File: src/hdl/rmq_pkg.sv
// ----------------------------------------------------------------------------
// rmq_pkg
// Shared widths, types and constants of the matrix-to-quaternion converter.
// ----------------------------------------------------------------------------
package rmq_pkg;

    localparam int FRAC_BITS = 14;
    localparam int CELL_W    = 16;
    localparam int ARG_W     = CELL_W + 2;           // one + three diagonals
    localparam int NUM_W     = CELL_W + 1;           // sum or difference of two cells
    localparam int SQ_SHIFT  = FRAC_BITS - 2;
    localparam int RAD_W     = 30;                   // even, holds arg << SQ_SHIFT
    localparam int ROOT_W    = RAD_W / 2;
    localparam int REM_W     = ROOT_W + 2;
    localparam int SQ_LAT    = ROOT_W;               // one root bit per stage
    localparam int DV_BITS   = 16;                   // quotient bits before saturation
    localparam int DV_LAT    = DV_BITS + 1;          // prep stage plus one bit per stage
    localparam int DIVD_W    = NUM_W + FRAC_BITS - 2;
    localparam int CMP_W     = ROOT_W + DV_BITS;

    typedef enum logic [1:0] {
        BR_W = 2'd0,
        BR_X = 2'd1,
        BR_Y = 2'd2,
        BR_Z = 2'd3
    } t_branch;

    typedef struct packed {
        t_branch                   br;
        logic                      fault;
        logic signed [NUM_W-1:0]   num0;
        logic signed [NUM_W-1:0]   num1;
        logic signed [NUM_W-1:0]   num2;
    } t_side;

endpackage

File: src/hdl/rmq_sqrt.sv
// ----------------------------------------------------------------------------
// rmq_sqrt
// Pipelined integer square root, one root bit per stage, with sideband.
// ----------------------------------------------------------------------------
module rmq_sqrt (
    input  logic                        i_clk,
    input  logic                        i_rst_n,
    input  logic                        i_en,
    input  logic                        i_vld,
    input  logic [rmq_pkg::RAD_W-1:0]   i_rad,
    input  rmq_pkg::t_side              i_side,
    output logic                        o_vld,
    output logic [rmq_pkg::ROOT_W-1:0]  o_root,
    output rmq_pkg::t_side              o_side
);
    import rmq_pkg::*;

    logic              r_vld  [SQ_LAT];
    logic [RAD_W-1:0]  r_x    [SQ_LAT];
    logic [REM_W-1:0]  r_rem  [SQ_LAT];
    logic [ROOT_W-1:0] r_root [SQ_LAT];
    t_side             r_side [SQ_LAT];

    logic              s_vld  [SQ_LAT];
    logic [RAD_W-1:0]  s_x    [SQ_LAT];
    logic [REM_W-1:0]  s_rem  [SQ_LAT];
    logic [ROOT_W-1:0] s_root [SQ_LAT];
    t_side             s_side [SQ_LAT];

    logic [RAD_W-1:0]  n_x    [SQ_LAT];
    logic [REM_W-1:0]  n_rem  [SQ_LAT];
    logic [ROOT_W-1:0] n_root [SQ_LAT];

    logic [REM_W+1:0]  t_val  [SQ_LAT];
    logic [REM_W+1:0]  t_try  [SQ_LAT];

    always_comb begin
        for (int k = 0; k < SQ_LAT; k++) begin
            if (k == 0) begin
                s_vld[k]  = i_vld;
                s_x[k]    = i_rad;
                s_rem[k]  = '0;
                s_root[k] = '0;
                s_side[k] = i_side;
            end else begin
                s_vld[k]  = r_vld[k-1];
                s_x[k]    = r_x[k-1];
                s_rem[k]  = r_rem[k-1];
                s_root[k] = r_root[k-1];
                s_side[k] = r_side[k-1];
            end
            t_val[k] = {s_rem[k], s_x[k][RAD_W-1 -: 2]};
            t_try[k] = (REM_W+2)'({s_root[k], 2'b01});
            n_x[k]   = {s_x[k][RAD_W-3:0], 2'b00};
            if (t_val[k] >= t_try[k]) begin
                n_rem[k]  = REM_W'(t_val[k] - t_try[k]);
                n_root[k] = {s_root[k][ROOT_W-2:0], 1'b1};
            end else begin
                n_rem[k]  = REM_W'(t_val[k]);
                n_root[k] = {s_root[k][ROOT_W-2:0], 1'b0};
            end
        end
    end

    always_ff @(posedge i_clk) begin
        for (int k = 0; k < SQ_LAT; k++) begin
            if (!i_rst_n) begin
                r_vld[k] <= 1'b0;
            end else if (i_en) begin
                r_vld[k] <= s_vld[k];
            end
            if (i_en) begin
                r_x[k]    <= n_x[k];
                r_rem[k]  <= n_rem[k];
                r_root[k] <= n_root[k];
                r_side[k] <= s_side[k];
            end
        end
    end

    assign o_vld  = r_vld[SQ_LAT-1];
    assign o_root = r_root[SQ_LAT-1];
    assign o_side = r_side[SQ_LAT-1];

endmodule

File: config.mk
export PLATFORM = sky130hd
export DESIGN_NAME = rmq_sqrt
export DESIGN_NICKNAME = d
export VERILOG_FILES = /design/src/hdl/rmq_pkg.sv /design/src/hdl/rmq_sqrt.sv
export SDC_FILE = /design/constraint.sdc
export NUM_CORES = 1
export LEC_CHECK = 0
export ABC_AREA = 1
export BUFFER_PORTS_ARGS = -buffer_cell sky130_fd_sc_hd__buf_4
export CAP_MARGIN = 40
export CORE_ASPECT_RATIO = 2
export CORE_MARGIN = 1.5
export CORE_UTILIZATION = 50
export DETAILED_ROUTE_END_ITERATION = 10
export GPL_ROUTABILITY_DRIVEN = 0
export PLACE_DENSITY = 0.68
export RECOVER_POWER = 100
export SLEW_MARGIN = 20
export SYNTH_ARGS = -nofsm -noshare
export SYNTH_HDL_FRONTEND = slang
export SYNTH_SLANG_ARGS = --single-unit
File: constraint.sdc
create_clock -name i_clk -period 2.2 [get_ports i_clk]
set_input_delay 0.11 -clock i_clk [delete_from_list [all_inputs] [get_ports i_clk]]
set_output_delay 0.11 -clock i_clk [all_outputs]
set_load 0.05 [all_outputs]
==> results of run 1 <==
-- area by class of cell --
class	instances	area [µm²]
Fill cell	8439	45200
Multi-Input combinational cell	2006	10900
Inverter	565	2120
Timing Repair Buffer	409	3050
Sequential cell	1375	41300
Antenna cell	1	2.50
Clock inverter	81	985
Clock buffer	131	2920
Tap cell	1384	1730
-- layer usage --
| layer | GRT usage (%) | vias up | part of all wire (%) |
|---|---|---|---|
| li1 | - | 14637 | - |
| met1 | 15.0 | 14126 | 32 |
| met2 | 34.0 | 781 | 56 |
| met3 | 3.35 | 409 | 3.9 |
| met4 | 13.3 | 0 | 7.7 |
| met5 | 0 | - | 0 |
-- cell families after synthesis --
group                      after synthesis  share of synthesized area [%]
DFF                                   1375                           75.8
buffers and inverters                  650                           5.13
adders and majority gates              135                           3.10
other                                    1                        0.00689
AOI/OAI and AO/OA                      194                           1.96
and+or+nand+nor                       1596                           12.7
xor gates and xnor gates                79                           1.27
-- Yosys cell counts, types with 7 or more instances --
library cell / n / share of area (%)
xnor2_1: 24 / 0.39
nand3_1: 144 / 1.3
o21ai_1: 19 / 0.17
nand4_1: 84 / 0.96
nand3b_1: 25 / 0.34
buf_4: 60 / 0.83
ha_1: 135 / 3.1
xor2_1: 55 / 0.88
nor2_2: 22 / 0.25
o21bai_1: 8 / 0.11
nor2_4: 8 / 0.17
a21oi_1: 94 / 0.86
nand2_2: 22 / 0.25
o21ai_0: 51 / 0.47
a21oi_2: 8 / 0.13
nand3_2: 10 / 0.18
buf_6: 13 / 0.27
nand2_1: 996 / 6.9
and2_1: 7 / 0.080
inv_1: 556 / 3.8
edfxtp_1: 1374 / 76
nor2_1: 218 / 1.5
inv_2: 9 / 0.062
nor3_1: 33 / 0.30
-- worst max-delay path, cell delays in order (launching register included) --
cell and delay, ns:
edfxtp_1 0.40, ha_2 0.41, nand2_1 0.12, nor3_4 0.29
nand4_1 0.15, nand2_2 0.14, nor2_4 0.05, buf_12 0.14
nand2_1 0.10, o21ai_1 0.07
-- flip-flops by register name, indices dropped and copies added, names as in the netlist --
register  cells
r_side      810
r_rem       220
r_x         210
r_root      120
r_vld        15
-- power breakdown --
group	total (mW)	internal [mW]	leakage [nW]	switching [mW]
Combinational	6.27	2.19	9.88	4.08
Sequential	32.0	31.2	13.4	0.868
Clock	20.8	11.6	1.87	9.18
Total	59.1	45.0	25.1	14.1
-- stage by stage --
stage	cells	total power [mW]	hold WS (ns)	utilization (%)	setup slack (ns)
2_1_floorplan	4030	36.1	0.209	-	0.334
3_3_place_gp	5631	38.3	0.288	53.8	-0.106
3_5_place_dp	5631	38.5	0.289	53.8	-0.143
4_1_cts	5939	59.7	0.00348	58.4	-0.00285
5_1_grt	5952	61.6	0.0556	58.2	-0.0591
6_report	5952	59.1	0.103	58.2	0.0627
-- how the worst max path moves through the flow --
stage	startpoint	to	slack, ns
4_1_cts	r_root[0][47]	r_rem[0][69]	-0.003
5_1_grt	r_rem[0][122]	r_rem[1][6]	-0.06
3_5_place_dp	r_root[0][45]	r_rem[0][68]	-0.14
2_1_floorplan	r_rem[1][8]	r_rem[1][26]	0.33
3_3_place_gp	r_root[0][32]	r_rem[0][52]	-0.11
6_report	r_rem[0][71]	r_rem[0][88]	0.06
-- repair_timing --
action,CTS,global route
resized for setup,11,93
hold buffers,88,0
hold endpoints to repair,158,0
pin swaps,3,7
setup endpoints to repair,43,181
setup buffers,8,11
cloned,0,1
==> key figures, run 1 <==
Global routing
  • First-pass GRT wire length: 150000 µm
  • Congestion Overflow GR: 0
  • Largest net degree at the start of global routing: 89
  • Initial antenna violation count: 1
  • Total track usage: 17.4%
  • Vias in the first global route: 30574

Worst setup path
  • Critical R2R Capture: r_rem[0][88]
  • Startpoint types: flop
  • CP Data Arrival Time: 2.62 ns
  • CP endpoint kind: flop
  • R2R setup slack: 0.06 ns
  • Reg2reg start: r_rem[0][71]
  • Crit-path max FO: 15
  • Critical path class: reg -> reg
  • FF-to-FF path depth: 9
  • Req. time, crit path: 2.69 ns

Pwr
  • Cell Pwr Density: 937 nW/µm²
  • Peak supply drop: 0.789 mV
  • LEAKAGE: 25.1 nW

Finish
  • Post-route cell area: 63000 µm²
  • Share of layout cells above drive strength 1: approximately 12%
  • Commonest cells after routing, fill and taps aside: edfxtp_1 (1374), nand2_1 (981), inv_1 (550)
  • Most common cell after layout, fill and taps aside: edfxtp_1
  • Nets: 4694
  • Area growth syn-to-layout: 15.7%

STA
  • Final worst path period share: 97.2%
  • Worst slew margin: 19.8%
  • Final Hold Fails: 0
  • Fmax: around 0.47 GHz
  • Worst Skew: 0.0401 ns
  • Setup TNS: 0 ns
  • Crit path time final: 2.14 ns
  • Setup violations, final: 0
  • Final max-slew violation count: 0
  • Tightest Pin Transition: 1.20 ns

Die
  • Rows: 171
  • I/O pin count: 158
  • Die height: 470 µm
  • Die footprint: about 110000 µm²
  • Die W: 236 µm
  • Core area: 108000 µm²
  • Initial Utilization: 50.3%

Placement
  • DP HPWL: roughly 67000 µm
  • Placed cell area: 58200 µm²
  • PortBufs: 157

Yosys
  • Top_reg_cell synth: edfxtp_1
  • Async set or reset register ratio after synthesis: 0%
  • Register area share after synthesis: 75.8%
  • Avg Cell Area, Syn: 13.5 µm²
  • #FFs+latches synth: between 1000 and 1500
  • Syn nets: 4253
  • Gate Count Post-Synth: 4030
  • Yosys warns: 0
  • EDFF count, synth: 1374
  • Synthesized cell area: 54500 µm²
  • Distinct cells, synth: 50

CTS
  • CTS tree: done
  • Clock root cell: clkbuf_16
  • Number of CTS-inserted buffers: 114
  • CTS Sinks: between 1000 and 1500
  • Htree depth: 3
  • Clk pin slew, worst setup/hold paths: 0.07 ns
  • Largest buffer count on any clock path: 3
  • Clock latency on the worst-skew pair: 0.73 ns

Min path
  • Hold depth: 2
  • Hold_sp: i_side[9]
  • Min-Delay Path Class: in -> reg
  • Hold path endpoint: r_side[0][9]

Detailed routing
  • Vias: 29953
  • Post-DRT Antenna Nets: 0
  • DRC Markers: 0
  • Final wirelength: 96600 µm
  • DRT Pass-1 Iters: 8
  • Vias per inst: 5.03
  • Wire per inst: between 15 and 20 µm
  • Initial DRC count: 1669

Status
  • Status: completed

Run
  • Max-cap viol count: 0
No activity file was read; power rests on OpenSTA's default activity.
==> run 2: changes to the inputs <==
--- a/config.mk
+++ b/config.mk
@@ -10,10 +10,10 @@
 export CAP_MARGIN = 40
 export CORE_ASPECT_RATIO = 2
 export CORE_MARGIN = 1.5
-export CORE_UTILIZATION = 50
+export CORE_UTILIZATION = 60
+export CTS_BUF_LIST = sky130_fd_sc_hd__clkbuf_8
 export DETAILED_ROUTE_END_ITERATION = 10
-export GPL_ROUTABILITY_DRIVEN = 0
-export PLACE_DENSITY = 0.68
+export PLACE_DENSITY = 0.79
 export RECOVER_POWER = 100
 export SLEW_MARGIN = 20
 export SYNTH_ARGS = -nofsm -noshare
==> key figures, run 2 (synthesis gave the netlist of run 1 again) <==
Worst setup path
  • CP delay by family, top: simple AND/OR/NAND/NOR gates
  • Critical Path, Cell by Cell: ha_4 -> buf_6 -> nand2_4 -> nor2_4 -> nand3_2 -> nor2_2 -> nand2_2 -> nand2_4 -> nor2_4 -> clkbuf_16 -> o21ai_2
  • Setup crit end: r_rem[1][2]
  • Critical path class: reg -> reg
  • R2R setup slack: -0.003 ns
  • Critical path depth: 11
  • CP endpoint kind: flop
  • Startpoint types: flop
  • FF-to-FF path depth: 11
  • WP buf/inv: 2
  • CP Data Arrival Time: 2.80 ns
  • Critical R2R Capture: r_rem[1][2]
  • Worst Setup SP: r_rem[0][122]
  • Crit-path max FO: 5
  • Largest stage delay on the critical path: 0.50 ns
  • Reg2reg start: r_rem[0][122]
  • Req. time, crit path: 2.80 ns
  • Slowest cell on crit path: edfxtp_1

Die
  • Die footprint: 92700 µm²
  • Die W: about 220 µm
  • Die height: 429 µm
  • Rows: 156
  • Initial Utilization: 60.4%
  • I/O pin count: 158
  • Core area: 90200 µm²

Placement
  • Final RePlAce weighted congestion: 0.933
  • DP HPWL: 79300 µm
  • PortBufs: 157
  • Worst setup slack after placement: -0.123 ns
  • Placed instance count: approximately 5500

Detailed routing
  • DRT Pass-1 Iters: 5
  • DRC Markers: 0
  • Initial DRC count: 1533
  • Wire per inst: 18.7 µm
  • Final wirelength: between 100000 and 150000 µm
  • Vias: ~31000
  • Vias per inst: 5.16
  • Post-DRT Antenna Nets: 0

STA
  • Tightest Pin Transition: 1.50 ns
  • Fin worst setup slack: -0.00254 ns
  • Worst slew margin: less than 1%
  • Fmax: 0.454 GHz
  • RSZ-0062 raised after global routing: yes
  • Crit path time final: 2.20 ns
  • Setup TNS: -0.00254 ns
  • Setup violations, final: 1
  • Worst Skew: ~0.040 ns
  • Final Hold Fails: 0
  • Final worst path period share: 100%
  • Final max-slew violation count: 0

Finish
  • Most common cell after layout, fill and taps aside: edfxtp_1
  • Fill count: 5995
  • Final Non-Filler Cells: 6046
  • Top Registers: r_side x810, r_rem x220, r_x x210
  • Max reg flops: 810
  • Nets: a little under 5000
  • Final core utilization: 71.4%
  • Biggest register: r_side
  • Commonest cells after routing, fill and taps aside: edfxtp_1 (1374), nand2_1 (955), inv_1 (586)
  • Share of layout cells above drive strength 1: 16.5%
  • Area growth syn-to-layout: 18.3%

CTS
  • CTS Sinks: 1375
  • Largest buffer count on any clock path: 3
  • Htree depth: 4
  • Clock latency on the worst-skew pair: between 0.8 and 0.9 ns
  • Clock root cell: clkbuf_8
  • Clk pin slew, worst setup/hold paths: around 0.080 ns
  • Number of CTS-inserted buffers: between 150 and 200
  • CTS tree: done

Global routing
  • Vias in the first global route: approximately 33000
  • Congestion Overflow GR: 0
  • First-pass GRT wire length: 170000 µm
  • Total track usage: 24.7%
  • Largest net degree at the start of global routing: 111
  • Initial antenna violation count: 2

Status
  • Failing checks: setup timing
  • Status: finished, violations left

Min path
  • Min-Delay Path Class: in -> reg

Run
  • Max-cap viol count: 0

Pwr
  • Power Total: just under 60 mW
  • Peak supply drop: 0.780 mV
  • LEAKAGE: 26.2 nW
  • Cell Pwr Density: 905 nW/µm²
==> run 2: metrics by stage <==
step | area (µm²) | hold WS (ns)
3_5_place_dp | 58800 | 0.289
2_1_floorplan | 54500 | 0.209
6_report | 64400 | 0.192
5_1_grt | 64400 | 0.114
4_1_cts | 64300 | 0.0240
3_3_place_gp | 58800 | 0.288
==> run 2: cell type report <==
class | count | area, µm² | area share (%)
antenna | 2 | 5.00 | 0.00777
clock buffer | 178 | 2450 | 3.80
clock inverter | 138 | 1140 | 1.78
inverter | 565 | 2120 | 3.29
multi-input combinational | 2006 | 11200 | 17.3
sequential | 1375 | 41300 | 64.1
tap | 1185 | 1480 | 2.30
timing repair buffer | 597 | 4780 | 7.42
==> run 2: timing repair <==
action,CTS,global route
pin swaps,3,20
cloned,0,4
hold buffers,175,0
setup endpoints to repair,80,173
setup buffers,7,10
resized for setup,19,159
endpoints found under the hold margin,608,0
==> run 2: how the worst min path moves through the flow <==
stage | endpoint | slack, ns | cells after the start | start
floorplan | r_side[0][0] | 0.21 | 0 | i_side[0]
global placement | r_side[0][14] | 0.29 | 1 | i_side[14]
detailed placement | r_side[0][28] | 0.29 | 1 | i_side[28]
CTS | r_vld[0][0] | 0.02 | 4 | i_vld
global route | r_vld[0][0] | 0.11 | 4 | i_vld
finish | r_vld[0][0] | 0.19 | 4 | i_vld
==> run 2: power breakdown <==
part           total (mW)  switching (mW)  internal, mW
sequential           32.1           0.939          31.2
combinational        7.23            4.56          2.67
clock                19.0            9.10          9.87
==> run 2: per-layer routing <==
metal / vias to the layer above / global-route usage, % / wire length, µm
met4: 0 / 22.5 / 11700
met3: 493 / 4.58 / 3930
met2: 850 / 49.1 / 65500
li1: 15159 / - / -
met1: 14717 / 18.9 / 32000
met5: - / 0 / 0
==> run 2: tightest hold or removal path: stages <==
cell,delay (ns)
dlygate4sd3_1,0.53
buf_4,0.11
inv_1,0.03
nor2_1,0.14
