## config.mk

```make
export PLATFORM = sky130hd
export DESIGN_NAME = rmq_div
export DESIGN_NICKNAME = d
export VERILOG_FILES = /design/src/hdl/rmq_pkg.sv /design/src/hdl/rmq_div.sv
export SDC_FILE = /design/constraint.sdc
export NUM_CORES = 1
export LEC_CHECK = 0
export BUFFER_PORTS_ARGS = -buffer_cell sky130_fd_sc_hd__clkbuf_2
export CORE_AREA = 2 2 272 274
export DETAILED_ROUTE_END_ITERATION = 10
export DIE_AREA = 0 0 274 276
export GPL_TIMING_DRIVEN = 0
export PLACE_DENSITY = 0.82
export SLEW_MARGIN = 20
export SYNTH_ARGS = -nofsm -noshare
export SYNTH_HDL_FRONTEND = slang
export SYNTH_SLANG_ARGS = --single-unit
```

## constraint.sdc

```tcl
create_clock -name i_clk -period 6.65 [get_ports i_clk]
set_input_delay 0.9975 -clock i_clk [delete_from_list [all_inputs] [get_ports i_clk]]
set_output_delay 0.9975 -clock i_clk [all_outputs]
set_load 0.005 [all_outputs]
```

## src/hdl/rmq_pkg.sv

```systemverilog
// ----------------------------------------------------------------------------
// rmq_pkg
// Shared widths, types and constants of the matrix-to-quaternion converter.
// ----------------------------------------------------------------------------
package rmq_pkg;

    localparam int FRAC_BITS = 14;
    localparam int CELL_W    = 16;
    localparam int ARG_W     = CELL_W + 2;           // one + three diagonals
    localparam int NUM_W     = CELL_W + 1;           // sum or difference of two cells
    localparam int SQ_SHIFT  = FRAC_BITS - 2;
    localparam int RAD_W     = 30;                   // even, holds arg << SQ_SHIFT
    localparam int ROOT_W    = RAD_W / 2;
    localparam int REM_W     = ROOT_W + 2;
    localparam int SQ_LAT    = ROOT_W;               // one root bit per stage
    localparam int DV_BITS   = 16;                   // quotient bits before saturation
    localparam int DV_LAT    = DV_BITS + 1;          // prep stage plus one bit per stage
    localparam int DIVD_W    = NUM_W + FRAC_BITS - 2;
    localparam int CMP_W     = ROOT_W + DV_BITS;

    typedef enum logic [1:0] {
        BR_W = 2'd0,
        BR_X = 2'd1,
        BR_Y = 2'd2,
        BR_Z = 2'd3
    } t_branch;

    typedef struct packed {
        t_branch                   br;
        logic                      fault;
        logic signed [NUM_W-1:0]   num0;
        logic signed [NUM_W-1:0]   num1;
        logic signed [NUM_W-1:0]   num2;
    } t_side;

endpackage

```

## src/hdl/rmq_div.sv

```systemverilog
// ----------------------------------------------------------------------------
// rmq_div
// Pipelined signed divide of num * 2^(FRAC_BITS-2) by the pivot, truncated
// toward zero and saturated to 16 bits.
// ----------------------------------------------------------------------------
module rmq_div (
    input  logic                               i_clk,
    input  logic                               i_en,
    input  logic signed [rmq_pkg::NUM_W-1:0]   i_num,
    input  logic [rmq_pkg::ROOT_W-1:0]         i_piv,
    output logic signed [rmq_pkg::CELL_W-1:0]  o_q
);
    import rmq_pkg::*;

    logic [DIVD_W-1:0]  r_rem [DV_LAT];
    logic [DV_BITS-1:0] r_q   [DV_LAT];
    logic [ROOT_W-1:0]  r_piv [DV_LAT];
    logic               r_neg [DV_LAT];
    logic               r_ovf [DV_LAT];

    logic [NUM_W-1:0]   p_mag;
    logic [DIVD_W-1:0]  p_divd;
    logic [DIVD_W-1:0]  n_rem [DV_LAT];
    logic [DV_BITS-1:0] n_q   [DV_LAT];
    logic [CMP_W-1:0]   c_sub [DV_LAT];
    logic [DV_BITS:0]   q_ext;

    assign p_mag  = i_num[NUM_W-1] ? NUM_W'(-i_num) : NUM_W'(i_num);
    assign p_divd = DIVD_W'(p_mag) << SQ_SHIFT;

    always_comb begin
        n_rem[0] = p_divd;
        n_q[0]   = '0;
        c_sub[0] = '0;
        for (int k = 1; k < DV_LAT; k++) begin
            c_sub[k] = CMP_W'(r_piv[k-1]) << (DV_BITS - k);
            if (CMP_W'(r_rem[k-1]) >= c_sub[k]) begin
                n_rem[k] = DIVD_W'(CMP_W'(r_rem[k-1]) - c_sub[k]);
                n_q[k]   = r_q[k-1] | (DV_BITS'(1) << (DV_BITS - k));
            end else begin
                n_rem[k] = r_rem[k-1];
                n_q[k]   = r_q[k-1];
            end
        end
    end

    always_ff @(posedge i_clk) begin
        if (i_en) begin
            r_rem[0] <= n_rem[0];
            r_q[0]   <= n_q[0];
            r_piv[0] <= i_piv;
            r_neg[0] <= i_num[NUM_W-1];
            // quotient of 2^DV_BITS or more saturates anyway
            r_ovf[0] <= (CMP_W'(p_divd) >= (CMP_W'(i_piv) << DV_BITS));
            for (int k = 1; k < DV_LAT; k++) begin
                r_rem[k] <= n_rem[k];
                r_q[k]   <= n_q[k];
                r_piv[k] <= r_piv[k-1];
                r_neg[k] <= r_neg[k-1];
                r_ovf[k] <= r_ovf[k-1];
            end
        end
    end

    assign q_ext = {1'b0, r_q[DV_LAT-1]};

    always_comb begin
        if (r_neg[DV_LAT-1]) begin
            if (r_ovf[DV_LAT-1] || q_ext > (DV_BITS+1)'(32768)) begin
                o_q = -16'sd32768;
            end else begin
                o_q = CELL_W'(-q_ext);
            end
        end else begin
            if (r_ovf[DV_LAT-1] || q_ext > (DV_BITS+1)'(32767)) begin
                o_q = 16'sd32767;
            end else begin
                o_q = CELL_W'(q_ext);
            end
        end
    end

endmodule

```

==> results of run 1 <==
==> routing by layer <==
layer / track usage (%) / vias to the layer above
met1: 28.6 / 12500
met2: 35.7 / 764
met4: 7.73 / 0
li1: - / 12600
met3: 3.27 / 184
met5: 0 / -
==> power by group through the flow <==
stage	Sequential (mW)	Clock (mW)	Combinational [mW]
3_5_place_dp	7.28	0	5.64
3_3_place_gp	7.40	0	5.48
4_1_cts	7.19	4.19	5.72
2_1_floorplan	6.99	0	4.45
6_report	7.19	4.11	5.80
5_1_grt	7.28	4.37	6.46
==> cells in the mapped netlist (all sizes together) (8+ instances only) <==
cell,count,area [um^2]
a21o,78,586
buf,15,72.6
and2,11,68.8
a21boi,15,113
and3,28,175
o21bai,16,120
nor3,70,350
fa,15,300
o31ai,37,292
nand3b,10,75.1
a2111oi,9,91.3
nand4,34,213
nor2,258,968
nand4b,9,78.8
a211oi,27,203
nand2b,38,238
o311ai,9,78.8
a31oi,24,156
nor3b,8,60.1
a31o,10,87.6
inv,340,1280
nor4,32,206
or3,31,194
xnor2,154,1350
nand2,199,749
or2,19,119
a21oi,242,1210
xor2,103,902
nor2b,38,238
o21a,52,390
nor4b,8,91.3
or4,18,135
o21ai,164,821
o31a,14,123
nand3,52,260
ha,254,3180
edfxtp,748,22500
clkbuf,42,161
mux2,61,687
o211ai,13,97.6
==> final cells by class <==
class / instances / share of cell area (%)
clock inverters: 39 / 0.815
repair buffers: 57 / 1.09
clock buffers: 95 / 4.62
well taps: 959 / 2.75
inverters: 341 / 2.94
flip-flops and latches: 748 / 51.5
plain buffers: 57 / 0.537
multi-input cells: 2221 / 35.7
==> through the flow <==
stage / setup WS [ns] / util, % / TNS (ns) / instance area (um^2)
after global routing: 1.90 / 60.1 / 0 / 43600
final: 2.07 / 60.1 / 0 / 43600
after floorplan: 2.76 / - / 0 / 39600
after detailed placement: 1.48 / 56.8 / 0 / 41200
after CTS: 2.04 / 60.1 / 0 / 43600
after global placement: -7.58 / 56.5 / -5610.33 / 41000
==> sequential cells by signal, summed over array words and instances (netlist names) <==
| name | flops |
|---|---|
| r_neg | 17 |
| r_ovf | 17 |
| r_piv | 240 |
| r_q | 136 |
| r_rem | 338 |
==> layout by cell type, fill, tap and decap left out, types with 16 or more instances in the layout <==
| master | instances |
|---|---|
| clkbuf_16 | 78 |
| a21o_1 | 78 |
| o21bai_1 | 16 |
| a211oi_1 | 27 |
| xor2_1 | 103 |
| nand2b_1 | 38 |
| nor3_1 | 69 |
| or4_1 | 18 |
| nand4_1 | 34 |
| nor2b_1 | 38 |
| nor2_1 | 258 |
| nor4_1 | 31 |
| inv_1 | 338 |
| or2_2 | 19 |
| nand2_1 | 198 |
| a31oi_1 | 23 |
| o21a_1 | 52 |
| clkbuf_2 | 51 |
| clkinv_2 | 16 |
| mux2_2 | 61 |
| and3_1 | 28 |
| clkbuf_1 | 56 |
| or3_1 | 31 |
| xnor2_1 | 154 |
| o21ai_0 | 159 |
| ha_1 | 254 |
| o31ai_1 | 36 |
| a21oi_1 | 242 |
| nand3_1 | 52 |
| edfxtp_1 | 748 |
==> worst paths after layout <==
kind,startpoint,to,cells past startpoint
setup / recovery,r_q[4][1],o_q[11],9
hold / removal,r_q[3][35],r_q[3][51],0
hold reg to reg,r_q[3][35],r_q[3][51],0
setup reg to reg,r_piv[0][16],r_rem[0][84],11
==> kinds of logic (layout without fill, tap and decap cells) <==
kind of cell	Yosys count	after routing	synth area share, %
adder cells (fa/ha/maj)	269	269	8.79
XOR/XNOR	257	257	5.69
buffers and inverters	398	589	3.83
AO/OA/AOI/OAI	757	757	12.2
flip-flops	748	748	56.8
AND/OR/NAND/NOR	874	874	10.9
multiplexers	64	64	1.81
==> critical path, stage by stage (launching register included) <==
cell	delay, ns
edfxtp_1	0.43
or3_1	0.43
or3_1	0.38
or3_1	0.42
or3_1	0.39
nor3_1	0.21
nor2b_1	0.07
o21ai_0	0.19
o21a_1	0.28
clkbuf_2	0.17
==> summary.txt, run 1 <==
status: finished, final reports clean
area of the multi-input gates: 0.0156 mm^2
post-layout min period: 4.58 ns
Clock Latency Late Sink: 0.62 ns
DR WL met3: 4.33 mm
Hold Buf Count CTS: 0
Max Used Layer: met4
Leak: 17.1 nW
global route total overflow: 0
Async SR Flop Fraction: 0%
Int Pwr: 11.4 mW
Synth Flop Type: edfxtp_1
flop2flop setup slack: 2.85 ns
Post-Syn Area: 0.0396 mm^2
fillcell total: 5691
Routed WL: 81.1 mm
clock share of power: 24.0%
worst hold margin: 0.411 ns
diodes inserted: 0
cts repair resizes: 0
sw frac: 33.2%
Mapped Nets: 3670
initial antenna violation count: 0
TritonCTS clock tree: built
1st-iter DRT viols: 2509
critical path startpoint category: flip-flop
clock-pin slew on the worst setup and hold paths: 0.06 ns
share of cells above drive strength 1: 8.12%
sequential area share after synthesis: 56.8%
vias in the first global route: 25600
fmax: 218 MHz
Crit Path Max Fanout: 5
relative max-transition margin: 27.5%
period utilisation layout: 68.8%
initial core utilization: 54.5%
Req. time, crit path: 5.65 ns
cts bufs inserted: 76
number of detailed-route iterations in the first pass: 6
WP data arrival: 3.58 ns
vias: 26100
RSZ-0062 raised after global routing: false
wire length per cell: 17.9 um
Yosys warning count: 0
input/output buffers: 49
Final Max Slew Viols: 0
CTS Sinks: 748
Syn Inst Count: 3367
Synth Register Bits: 748
DR vias/cell: 5.77
global-route wire length before repair: 131 mm
Clock Skew: 0.0221 ns
sequential share of power: 42.1%
CP endpoint kind: output port
Logic pwr share: 33.9%
GRT Util Overall: 21.4%
worst slew pin tran: 1.07 ns
Setup Buffers After CTS: 0
register area: 0.0225 mm^2
Core Region: 0.0726 mm^2
dpl hpwl: 58.7 mm
Final ANT Viol Nets: 0
NetSw: 5.67 mW
FP Rows: 99
largest net degree at the start of global routing: 104
Pwr Total: 17.1 mW
root buffer selected by CTS: clkbuf_16
syn_area_per_cell: 11.7 um^2
Post-synth EDFFs: 748
die area: 0.0756 mm^2
routability cong.: 0.927
met2 wire length: 39.2 mm
Hold Crit Class: reg -> reg
max_cap viols: 0
IO Pins: 50
Power Dens Cells: 392 mW/mm^2
Synth cell types: 87
Layout area overhead: 10.2%
die height: 276 um
H-tree levels: 3
DRC errors left: 0
Setup Viol. Count Final: 0
M1 WL: 34.8 mm
maximum vdd drop: 0.232 mV
final non-filler cell total: 4517
clk buf depth: 3
Layout Nets: 3805
kind of critical path: reg -> out
Hold Fails Final Rpt: 0
Die W: 274 um
placed cells: 4383
Note: power is estimated with default switching activity, not from simulation.
==> run 2, diff against run 1 <==
- ABC_AREA: default -> 1
- CORE_AREA: 2 2 272 274 -> 2 2 294 296
- DIE_AREA: 0 0 274 276 -> 0 0 296 298
- PLACE_DENSITY: 0.82 -> 0.85
- clock period: 6.65 -> 4.19 ns (I/O delays scaled with it)
==> summary.txt, run 2 <==
status: finished, final reports clean (unchanged)
initial antenna violation count: 1 (was 0)
final non-filler cell total: 7039 (was 4517)
FP Rows: 107 (was 99)
share of cells above drive strength 1: 5.82% (was 8.12%)
CP max stage delay: 0.37 ns (was 0.43 ns)
WP data arrival: 2.69 ns (was 3.58 ns)
Clock Skew: 0.0382 ns (was 0.0221 ns)
max_cap viols: 0 (unchanged)
Layout area overhead: 10.1% (was 10.2%)
global-route wire length before repair: 177 mm (was 131 mm)
RSZ-0062 raised after global routing: false (unchanged)
Async SR Flop Fraction: 0% (unchanged)
Hold Buf Count CTS: 0 (unchanged)
placed cells: 6889 (was 4383)
CP endpoint kind: output port (unchanged)
number of detailed-route iterations in the first pass: 6 (unchanged)
relative max-transition margin: 52.5% (was 27.5%)
clk buf depth: 3 (unchanged)
CP bufs+invs: 3 (was 1)
vias: 37100 (was 26100)
largest net degree at the start of global routing: 106 (was 104)
Worst Slack Setup Final: 0.869 ns (was 2.07 ns)
Synth cell types: 51 (was 87)
vias in the first global route: 35000 (was 25600)
fillcell total: 7288 (was 5691)
most frequent cells in the layout: nand2_1, inv_1, edfxtp_1 (was edfxtp_1, inv_1, nor2_1)
Hold Fails Final Rpt: 0 (unchanged)
Worst Hold End: r_piv[0][1] (was r_q[3][51])
Post-synth top cells: nand2_1, inv_1, edfxtp_1, nor2_1, nand3_1 (was edfxtp_1, inv_1, nor2_1, ha_1, a21oi_1)
Routed WL: 112 mm (was 81.1 mm)
leading post-synthesis cells by cell area: edfxtp_1, nand2_1, inv_1 (was edfxtp_1, ha_1, xnor2_1)
Setup Buffers After CTS: 0 (unchanged)
commonest non-fill, non-tap cell in the layout: nand2_1 (was edfxtp_1)
placed cell areas: 0.0482 mm^2 (was 0.0412 mm^2)
Synth area leader: edfxtp_1 (unchanged)
Clock Latency Late Sink: 0.68 ns (was 0.62 ns)
post-layout min period: 3.32 ns
Final Max Slew Viols: 0 (unchanged)
Layout Nets: 6130 (was 3805)
Core Region: 0.0849 mm^2 (was 0.0726 mm^2)
TritonCTS clock tree: built (unchanged)
die height: 298 um (was 276 um)
IO Pins: 50 (unchanged)
Hold Crit Class: in -> reg (was reg -> reg)
top flop regs: r_rem (338), r_piv (240), r_q (136) (unchanged)
global route total overflow: 0 (unchanged)
WHS Path Cells: 1 (was 0)
critical path startpoint category: flip-flop (unchanged)
cts bufs inserted: 80 (was 76)
Leak: 24.1 nW (was 17.1 nW)
maximum vdd drop: 0.360 mV (was 0.232 mV)
worst hold start: i_piv[1] (was r_q[3][35])
setup TNS after final layout: 0 ns (unchanged)
die area: 0.0882 mm^2 (was 0.0756 mm^2)
Req. time, crit path: 3.56 ns (was 5.65 ns)
fmax: 301 MHz
reg-to-reg startpoint: r_piv[0][134] (was r_piv[0][16])
GRT Util Overall: 25.3% (was 21.4%)
1st-iter DRT viols: 3174 (was 2509)
Mapped Nets: 5991 (was 3670)
final std cell area, no fill: 0.0510 mm^2 (was 0.0436 mm^2)
wire length per cell: 15.8 um (was 17.9 um)
Post-synth EDFFs: 748 (unchanged)
flop2flop setup slack: 1.37 ns (was 2.85 ns)
clock-pin slew on the worst setup and hold paths: 0.06 ns (about the same)
H-tree levels: 3 (unchanged)
Synth Register Bits: 748 (unchanged)
most common cell in the synthesized netlist: nand2_1 (was edfxtp_1)
Reg2Reg Depth: 11 (unchanged)
crit-path most repeated cell: nand2_1 (was or3_1)
Power Dens Cells: 599 mW/mm^2 (was 392 mW/mm^2)
Crit Path Max Fanout: 10 (was 5)
worst slew pin tran: 0.707 ns (was 1.07 ns)
Syn Inst Count: 5688 (was 3367)
routability cong.: 0.968 (was 0.927)
sequential area share after synthesis: 48.5% (was 56.8%)
worst setup path start: r_q[4][0] (was r_q[4][1])
Final ANT Viol Nets: 0 (unchanged)
input/output buffers: 49 (unchanged)
pre-CTS setup slack: 0.901 ns (was 1.48 ns)
Worst R2R End: r_rem[0][289] (was r_rem[0][84])
Synth Flop Type: edfxtp_1 (unchanged)
syn_area_per_cell: 8.14 um^2 (was 11.7 um^2)
crit path cell chain: inv_1 > ha_1 > nand4_1 > nor2_1 > nand2_1 > nand2_1 > nand3_1 > buf_2 > o21ai_1 > clkbuf_2 (was or3_1 > or3_1 > or3_1 > or3_1 > nor3_1 > nor2b_1 > o21ai_0 > o21a_1 > clkbuf_2)
Top delay family on crit path: simple AND/OR/NAND/NOR gates (unchanged)
max reg flops: 338 (unchanged)
top cell type's share of synthesized area: 48.5% (was 56.8%)
DR vias/cell: 5.27 (was 5.77)
CTS Sinks: 748 (unchanged)
root buffer selected by CTS: clkbuf_16 (unchanged)
period utilisation layout: 79.3%
kind of critical path: reg -> out (unchanged)
Yosys warning count: 0 (unchanged)
cts repair resizes: 0 (unchanged)
dpl hpwl: 86.5 mm (was 58.7 mm)
Largest Register: r_rem (unchanged)
Post-Syn Area: 0.0463 mm^2 (was 0.0396 mm^2)
DRC errors left: 0 (unchanged)
Setup Viol. Count Final: 0 (unchanged)
Die W: 296 um (was 274 um)
Slowest-stage cell, CP: edfxtp_1 (unchanged)
initial core utilization: 54.6% (was 54.5%)
[run 2: changes by cell type after synthesis, moves of 50 or more]
cell     previous run  this run
a21o_1             78         2
a21oi_1           242       191
inv_1             338      1034
mux2_2             61         0
nand2_1           198      1955
nand3_1            52       354
nand4_1            34        84
nor2_1            258       452
o21ai_0           159       108
o21ai_1             5        55
xnor2_1           154        41
[run 2: per-stage QoR]
| step | hold slack [ns] | power [mW] | utilization (%) |
|---|---|---|---|
| finish | 0.152 | 30.6 | 60.1 |
| floorplan | 0.400 | 19.7 | - |
| CTS | 0.117 | 30.5 | 60.1 |
| detailed placement | 0.405 | 23.0 | 56.8 |
| global placement | 0.400 | 22.9 | 56.5 |
| global route | 0.135 | 32.7 | 60.1 |
[run 2: worst max path at each step]
| stage | end | slack [ns] | depth (start not counted) |
|---|---|---|---|
| 2_1_floorplan | r_ovf[0][0] | 1.53 | 16 |
| 3_3_place_gp | r_rem[0][454] | -9.76 | 1 |
| 3_5_place_dp | r_ovf[0][0] | 0.90 | 19 |
| 4_1_cts | o_q[11] | 0.81 | 10 |
| 5_1_grt | o_q[11] | 0.69 | 10 |
| 6_report | o_q[13] | 0.87 | 10 |
[run 2: routing by layer]
layer,GRT usage (%),wire [um],vias to the layer above
met5,0,0,-
li1,-,-,18500
met4,9.98,4220,0
met3,2.91,7090,288
met2,42.6,53000,1223
met1,33.5,47200,17100
[run 2: kinds of logic after synthesis]
kind of cell    synth area share [%]
compound gates                  4.57
xor+xnor                        2.69
fa+ha+maj                       7.51
buf+inv                         9.35
flops                           48.5
simple gates                    27.4
[run 2: cell type report]
class	count	area, um^2	share of cell area, %
Antenna cell	1	2.50	0.00491
Sequential cell	748	22500	44.1
Timing Repair Buffer	57	474	0.930
Buffer	46	370	0.726
Clock buffer	96	2060	4.04
Inverter	1055	3960	7.77
Multi-Input combinational cell	3839	19500	38.3
Tap cell	1144	1430	2.81
Clock inverter	53	698	1.37
[run 2: report_power, final]
part | total [mW] | internal, mW | switching [mW] | leakage (nW)
registers | 11.4 | 10.2 | 1.11 | 7.21
clock network | 7.35 | 4.27 | 3.08 | 1.32
logic | 11.9 | 4.03 | 7.82 | 15.6
total | 30.6 | 18.6 | 12.0 | 24.1
